[src/rtl/core/pis_pkg.sv]
// ----------------------------------------------------------------------------
// Pairwise insertion sorter package
// Shared sizes and the command and status bundles between the controller
// and the datapath.
// ----------------------------------------------------------------------------
package pis_pkg;

  localparam int MAX_ITEMS = 64;
  localparam int VALUE_W   = 31;
  localparam int CNT_W     = $clog2(MAX_ITEMS + 1);
  localparam int ADDR_W    = $clog2(MAX_ITEMS);

  // Commands from the controller to the datapath.
  typedef struct packed {
    logic load;    // take the request, set the insertion point, read the top entry
    logic drop;    // store is full: remember that a value was lost
    logic shift;   // move the entry just read up by one place
    logic place;   // write the new value at the insertion point
    logic emit;    // read the next entry for output
    logic clear;   // set done: empty the store for the next set
  } cmd_t;

  // Status from the datapath to the controller.
  typedef struct packed {
    logic             full;
    logic             empty;
    logic             last;
    logic             gt;
    logic             pos_one;
    logic             emit_last;
    logic [CNT_W-1:0] count;
  } stat_t;

endpackage

[src/rtl/core/pairwise_insertion_sorter_unit.sv]
// ----------------------------------------------------------------------------
// Pairwise insertion sorter unit
// Collects a set of 31-bit unsigned values and returns them in ascending order.
// ----------------------------------------------------------------------------
// Usage. A request is taken at a rising edge where start is high and busy is
// low; it carries one value and a last bit that closes the set. Each value is
// inserted into a store that is kept in ascending order, with equal values
// kept in arrival order. Insertion walks down the store one entry per cycle,
// so a request is quickest when the store is empty or the value is the
// largest held, and slowest when it lands at the bottom of the store.
// The walk is bound by the single read port of the store RAM.
// Once the closing request has been inserted, the unit emits the set, one
// result per cycle on strobe, after the emit state and the registered read:
// sorted_value rising, final_res on the last one, overflow on every result
// if any value of the set was dropped because the store held 64 entries.
// A closing request that meets a full store still ends the set. Busy stays
// high until the last read has been issued; the last result appears in the
// cycle busy falls, so a new request can be taken at once.
// The receiver cannot stall: each result is valid for exactly one cycle.
// A synchronous reset empties the store and clears the overflow record; the
// store contents themselves are not cleared, as only filled entries are read.
// ----------------------------------------------------------------------------
module pairwise_insertion_sorter_unit import pis_pkg::*; (
  input  logic               clk,
  input  logic               rst,
  input  logic               start,
  output logic               busy,
  input  logic [VALUE_W-1:0] value,
  input  logic               last,
  output logic               strobe,
  output logic [VALUE_W-1:0] sorted_value,
  output logic               final_res,
  output logic               overflow
);

  cmd_t  cmd;
  stat_t status;

  // The controller decides what happens each cycle; the datapath owns all
  // storage, including the store RAM and the result registers.
  pis_ctrl u_ctrl (
    .clk    (clk),
    .rst    (rst),
    .start  (start),
    .last   (last),
    .status (status),
    .cmd    (cmd),
    .busy   (busy)
  );

  pis_datapath u_datapath (
    .clk          (clk),
    .rst          (rst),
    .cmd          (cmd),
    .value        (value),
    .last         (last),
    .status       (status),
    .sorted_value (sorted_value),
    .strobe       (strobe),
    .final_res    (final_res),
    .overflow     (overflow)
  );

`ifndef SYNTHESIS
  // The fill count can never pass the capacity of the store.
  a_count_bound: assert property (@(posedge clk) disable iff (rst)
    status.count <= CNT_W'(MAX_ITEMS))
    else $error("item count beyond store capacity");

  // Each insertion adds exactly one entry.
  a_place_count: assert property (@(posedge clk) disable iff (rst)
    cmd.place |=> (status.count == $past(status.count) + CNT_W'(1)))
    else $error("insertion did not grow the store by one");

  // Results of a set come back to back until the final one.
  a_emit_burst: assert property (@(posedge clk) disable iff (rst)
    (strobe && !final_res) |=> strobe)
    else $error("gap inside a result burst");

  // The final result ends the burst and leaves the store empty.
  a_final_end: assert property (@(posedge clk) disable iff (rst)
    (strobe && final_res) |-> (!busy && status.count == '0))
    else $error("store not emptied after the final result");
`endif

endmodule

[src/rtl/core/pis_ram.sv]
// ----------------------------------------------------------------------------
// Generic RAM
// One write port and one read port, with the read data registered.
// ----------------------------------------------------------------------------
module pis_ram #(
  parameter int WIDTH = 32,
  parameter int DEPTH = 64
) (
  input  logic                     clk,
  input  logic                     we,
  input  logic [$clog2(DEPTH)-1:0] waddr,
  input  logic [WIDTH-1:0]         wdata,
  input  logic [$clog2(DEPTH)-1:0] raddr,
  output logic [WIDTH-1:0]         rdata
);

  logic [WIDTH-1:0] mem [DEPTH];

  always_ff @(posedge clk) begin
    if (we) begin
      mem[waddr] <= wdata;
    end
    rdata <= mem[raddr];
  end

endmodule

[src/rtl/core/pis_datapath.sv]
// ----------------------------------------------------------------------------
// Pairwise insertion sorter datapath
// Holds the ordered store, the fill count, the insertion point and the
// output index, and drives the result registers.
// ----------------------------------------------------------------------------
module pis_datapath import pis_pkg::*; (
  input  logic               clk,
  input  logic               rst,
  input  cmd_t               cmd,
  input  logic [VALUE_W-1:0] value,
  input  logic               last,
  output stat_t              status,
  output logic [VALUE_W-1:0] sorted_value,
  output logic               strobe,
  output logic               final_res,
  output logic               overflow
);

  logic [VALUE_W-1:0] value_q;
  logic               last_q;
  logic [ADDR_W-1:0]  pos;
  logic [ADDR_W-1:0]  idx;
  logic [CNT_W-1:0]   item_count;
  logic               dropped;
  logic               we;
  logic [ADDR_W-1:0]  rd_addr;
  logic [VALUE_W-1:0] wr_data;
  logic [VALUE_W-1:0] rd_data;
  logic [ADDR_W-1:0]  top_addr;

  assign top_addr = item_count[ADDR_W-1:0] - ADDR_W'(1);

  // The read port serves the walk down the store while inserting and the
  // walk up it while emitting.
  always_comb begin
    if (cmd.load) begin
      rd_addr = top_addr;
    end else if (cmd.shift) begin
      rd_addr = pos - ADDR_W'(2);
    end else begin
      rd_addr = idx;
    end
  end

  assign we      = cmd.shift | cmd.place;
  assign wr_data = cmd.shift ? rd_data : value_q;

  pis_ram #(
    .WIDTH (VALUE_W),
    .DEPTH (MAX_ITEMS)
  ) u_store (
    .clk   (clk),
    .we    (we),
    .waddr (pos),
    .wdata (wr_data),
    .raddr (rd_addr),
    .rdata (rd_data)
  );

  always_ff @(posedge clk) begin
    if (cmd.load) begin
      value_q <= value;
      last_q  <= last;
    end
    if (cmd.load) begin
      pos <= item_count[ADDR_W-1:0];
    end else if (cmd.shift) begin
      pos <= pos - ADDR_W'(1);
    end
    final_res <= status.emit_last;
    overflow  <= dropped;
  end

  always_ff @(posedge clk) begin
    if (rst) begin
      item_count <= '0;
      dropped    <= 1'b0;
      idx        <= '0;
      strobe     <= 1'b0;
    end else begin
      strobe <= cmd.emit;
      if (cmd.clear) begin
        item_count <= '0;
        dropped    <= 1'b0;
        idx        <= '0;
      end else begin
        if (cmd.place) begin
          item_count <= item_count + CNT_W'(1);
        end
        if (cmd.drop) begin
          dropped <= 1'b1;
        end
        if (cmd.emit) begin
          idx <= idx + ADDR_W'(1);
        end
      end
    end
  end

  assign sorted_value     = rd_data;
  assign status.full      = (item_count == CNT_W'(MAX_ITEMS));
  assign status.empty     = (item_count == '0);
  assign status.last      = last_q;
  assign status.gt        = (rd_data > value_q);
  assign status.pos_one   = (pos == ADDR_W'(1));
  assign status.emit_last = (idx == top_addr);
  assign status.count     = item_count;

endmodule

[src/rtl/core/pis_ctrl.sv]
// ----------------------------------------------------------------------------
// Pairwise insertion sorter controller
// Sequences acceptance, the insertion walk and the emission of a set.
// ----------------------------------------------------------------------------
module pis_ctrl import pis_pkg::*; (
  input  logic  clk,
  input  logic  rst,
  input  logic  start,
  input  logic  last,
  input  stat_t status,
  output cmd_t  cmd,
  output logic  busy
);

  typedef enum logic [3:0] {
    ST_IDLE  = 4'b0001,
    ST_SHIFT = 4'b0010,
    ST_PLACE = 4'b0100,
    ST_EMIT  = 4'b1000
  } state_t;

  state_t state;
  state_t state_next;

  always_ff @(posedge clk) begin
    if (rst) begin
      state <= ST_IDLE;
    end else begin
      state <= state_next;
    end
  end

  always_comb begin
    cmd        = '0;
    state_next = state;
    unique case (state)
      ST_IDLE: begin
        if (start) begin
          cmd.load = 1'b1;
          if (status.full) begin
            cmd.drop   = 1'b1;
            state_next = last ? ST_EMIT : ST_IDLE;
          end else if (status.empty) begin
            state_next = ST_PLACE;
          end else begin
            state_next = ST_SHIFT;
          end
        end
      end
      ST_SHIFT: begin
        if (status.gt) begin
          cmd.shift = 1'b1;
          if (status.pos_one) begin
            state_next = ST_PLACE;
          end
        end else begin
          cmd.place  = 1'b1;
          state_next = status.last ? ST_EMIT : ST_IDLE;
        end
      end
      ST_PLACE: begin
        cmd.place  = 1'b1;
        state_next = status.last ? ST_EMIT : ST_IDLE;
      end
      ST_EMIT: begin
        cmd.emit = 1'b1;
        if (status.emit_last) begin
          cmd.clear  = 1'b1;
          state_next = ST_IDLE;
        end
      end
      default: begin
        state_next = ST_IDLE;
      end
    endcase
  end

  assign busy = (state != ST_IDLE);

endmodule
[config.mk]
export PLATFORM = sky130hd
export DESIGN_NAME = pairwise_insertion_sorter_unit
export DESIGN_NICKNAME = d
export VERILOG_FILES = /design/src/rtl/core/pis_pkg.sv /design/src/rtl/core/pairwise_insertion_sorter_unit.sv /design/src/rtl/core/pis_ram.sv /design/src/rtl/core/pis_datapath.sv /design/src/rtl/core/pis_ctrl.sv
export SDC_FILE = /design/constraint.sdc
export NUM_CORES = 2
export LEC_CHECK = 0
export BUFFER_PORTS_ARGS = -buffer_cell sky130_fd_sc_hd__buf_2
export CORE_ASPECT_RATIO = 0.75
export CORE_MARGIN = 4
export CORE_UTILIZATION = 25
export CTS_BUF_LIST = sky130_fd_sc_hd__clkbuf_16
export DETAILED_ROUTE_END_ITERATION = 6
export GPL_TIMING_DRIVEN = 0
export PLACE_DENSITY = 0.35
export SLEW_MARGIN = 20
export SYNTH_ARGS = -nofsm -noshare
export SYNTH_HDL_FRONTEND = slang
export SYNTH_SLANG_ARGS = --single-unit
[constraint.sdc]
create_clock -name clk -period 5.9 [get_ports clk]
set_input_delay 1.18 -clock clk [delete_from_list [all_inputs] [get_ports clk]]
set_output_delay 1.18 -clock clk [all_outputs]
set_load 0.05 [all_outputs]
==> flow_summary.ini <==
[status]
status = finished with violations
violations = setup timing

[setup_path]
crit_arrival_ps = 6790
crit_path_max_fanout = 10
end_kind = flip-flop
required_ps = 6660
critPathKind = reg2reg
r2r_slack_ps = -140
worstReg2RegStart = u_datapath.value_q[22]
startpoint_type = flip-flop
reg2reg_depth = 15
rr_endpoint = u_datapath.u_store.rdata[21]

[hold_path]
hold_path.class = reg2reg
hold_path_depth = 0
min_from = u_datapath.dropped
whs_endpoint = u_datapath.overflow

[logic_synthesis]
netlist_area_sq_mm = 0.0812
netlist_instances = 5201
ys_seq_area_frac = 0.761
synthArstFlopShare = 0
synthFlopType = edfxtp_1
synth_cell_types = 71
synth_edf_count = 2022
syn_area_per_cell_sq_um = 15.6
synth_seq_cells = 2074
synth_nets = 5277
yosys_warnings = 0

[grt]
grtUsageTotal = 0.193
grt_max_degree = 35
grt_pass1_wl_microns = 437000
antenna_found_initial = 53
grt.overflow.total = 0
first_global_vias = 47100

[placement]
dp_hpwl_microns = 242000
portBuffers = 69
place.gp.congestion = 0.892

[clock_network]
cts_root_buffer = clkbuf_16
clock-sinks = 2074
cts_buffer_depth = 4
cts_hold_buf = 0
clk_pin_slew_worst_paths_ps = 60
cts_made_buffers = 230
clkLatencyLatePin_ps = 910
cts_tree = done
h-tree-depth = 4

[finish]
drive_gt1_frac = 0.173
fillers = 31800
nets = 5792
final_util = 0.312
final_common_cell = edfxtp_1
layout_common_cells = edfxtp_1, nand2_1, mux2i_1, clkbuf_16, o22ai_1
multiInputGateArea_sq_mm = 0.0193
register_area_sq_mm = 0.0618
syn2layout_area_growth_pct = 23.8

[floorplanning]
die_h_microns = 502
coreArea_sq_mm = 0.322
ios = 70
die_area_sq_mm = 0.334
die_w_microns = 666
rows = 180
initial_core_util = 0.252

[timing]
fmax_mhz = 166
worstMarginPinSlew_ps = 1270
finalHoldViolCount = 0
drv_slew = 0
fin_ws_ps = -135
max_slew_margin = 0.155
setup_viol = 9
min_period_ps = 6040
whs_ps = 419
grt_setup_unrepaired = true
fin_crit_sh = 1.02
fin_worst_skew_ps = 62.7

[flow_run]
maxCapViolations = 0

[pwr]
leakagePower_nw = 34.4
p_per_area_mw_per_mm2 = 361
ir_worst_vdd_mv = 0.216

[routing]
vias = 49500
via_per_inst = 4.85
routed_wl_microns = 330000
drt_iter0_drc = 5439
dr.pass1.iters = 6
drcViolationCount = 0
antenna_left = 0
routedWlPerCell_microns = 32.4
==> synth_stat cells (4+ instances only) <==
cell       count  area share
inv_1         42      0.0019
a2bb2oi_1      7     0.00076
or3_1          4     0.00031
a21oi_1      174       0.011
nand3_1       46      0.0028
nor2_2         4     0.00031
o2111ai_1     22      0.0024
a32oi_1      132       0.014
nor4_1        11     0.00085
o211ai_1      22      0.0020
o21ai_0      100      0.0062
nor3_1        36      0.0022
a211oi_1       5     0.00046
clkbuf_1     120      0.0055
a2111oi_0     28      0.0030
o22ai_1      215       0.017
buf_2        151      0.0093
dfxtp_1       52       0.013
a31oi_1        8     0.00062
and2_1         4     0.00031
o31a_1        22      0.0024
ha_1          41      0.0063
nor2b_1        6     0.00046
nor2_1       101      0.0047
buf_4          8     0.00074
nand3_2        4     0.00049
and3_1        85      0.0065
nand4_1       32      0.0025
a311oi_1      66      0.0071
buf_1         32      0.0015
xnor2_1       12      0.0013
xor2_1        14      0.0015
nand2_1      891       0.041
edfxtp_1    2022        0.75
nand3b_1       5     0.00046
mux2i_1      565       0.070
or4_1         46      0.0043
or3b_1         7     0.00076
mux2_2        13      0.0018
==> state kept, by name, indices dropped and copies added (netlist names) <==
register / flops
u_datapath.value_q: 31
u_datapath.last_q: 1
u_datapath.item_count: 7
u_datapath.idx: 6
u_datapath.u_store.rdata: 31
u_datapath.overflow: 1
u_datapath.dropped: 1
u_datapath.strobe: 1
u_datapath.u_store.mem: 1984
u_datapath.pos: 6
u_ctrl.state: 4
u_datapath.final_res: 1
==> report_power, final <==
part           switching (W)  internal [W]  total [W]
Sequential          0.000207        0.0164     0.0166
Clock                0.00602       0.00776     0.0138
Combinational        0.00431       0.00159    0.00590
==> worst max-delay path by stage <==
| stage | slack (ps) | endpoint | depth (start not counted) | startpoint |
|---|---|---|---|---|
| after floorplan | 210 | u_datapath.u_store.mem[0][10] | 10 | u_datapath.u_store.rdata[4] |
| after global placement | -9750 | u_datapath.u_store.mem[42][12] | 10 | u_datapath.value_q[24] |
| after detailed placement | -1630 | u_datapath.u_store.rdata[7] | 16 | u_datapath.value_q[18] |
| after CTS | -10 | u_datapath.u_store.rdata[5] | 15 | u_datapath.value_q[22] |
| after global routing | -60 | u_datapath.u_store.rdata[12] | 16 | u_datapath.value_q[22] |
| final | -140 | u_datapath.u_store.rdata[21] | 15 | u_datapath.value_q[22] |
==> critical path, stage by stage (launching register included) <==
cell,delay [ps]
edfxtp_1,710
inv_1,200
ha_1,370
nand4_1,240
a211oi_2,290
o311ai_1,230
o211a_1,350
a21oi_2,380
o211ai_1,290
nand3_4,290
buf_2,390
clkbuf_2,540
o22ai_1,300
nor4_2,660
a2bb2oi_2,420
nand4_1,170
==> per-layer routing <==
layer / share of wire / vias to the layer above / track usage
met5: 0.000079 / - / 0
met4: 0.031 / 4 / 0.0543
li1: - / 21400 / -
met1: 0.49 / 26100 / 0.296
met2: 0.41 / 1624 / 0.269
met3: 0.072 / 351 / 0.0412
==> kinds of logic after synthesis <==
kind of cell | after synthesis | share of synthesized area
DFF | 2074 | 0.761
and+or+nand+nor | 1299 | 0.0699
AOI/OAI and AO/OA | 825 | 0.0691
muxes | 581 | 0.0721
buffers and inverters | 355 | 0.0192
adders and majority gates | 41 | 0.00632
xor gates and xnor gates | 26 | 0.00280
==> through the flow <==
step	setup slack [ps]	instance area (sq um)	setup TNS (ps)	total power [W]	std cells
2_1_floorplan	209	81200	0	0.0195	5201
3_3_place_gp	-9750	86900	-	0.0224	9547
3_5_place_dp	-1630	92700	-261600	0.0227	9753
4_1_cts	-13.3	100000	-13.3	0.0367	10200
5_1_grt	-56.1	100000	-59.4	0.0375	10200
6_report	-135	101000	-501	0.0363	10200
==> area by class of cell <==
type,count,share of cell area
inverter,43,0.00161
antenna,24,0.000597
buffer,309,0.0160
clock buffer,232,0.0577
clock inverter,181,0.0119
tap,4277,0.0532
timing repair buffer,286,0.0526
sequential,2074,0.614
multi-input combinational,2772,0.192
==> what timing repair did <==
action,in CTS,in global routing
pin swaps,9,6
endpoints found under the setup margin,849,30
gates resized for setup,160,61
hold endpoints to repair,0,0
buffers inserted,9,2
No activity file was read; power rests on OpenSTA's default activity.
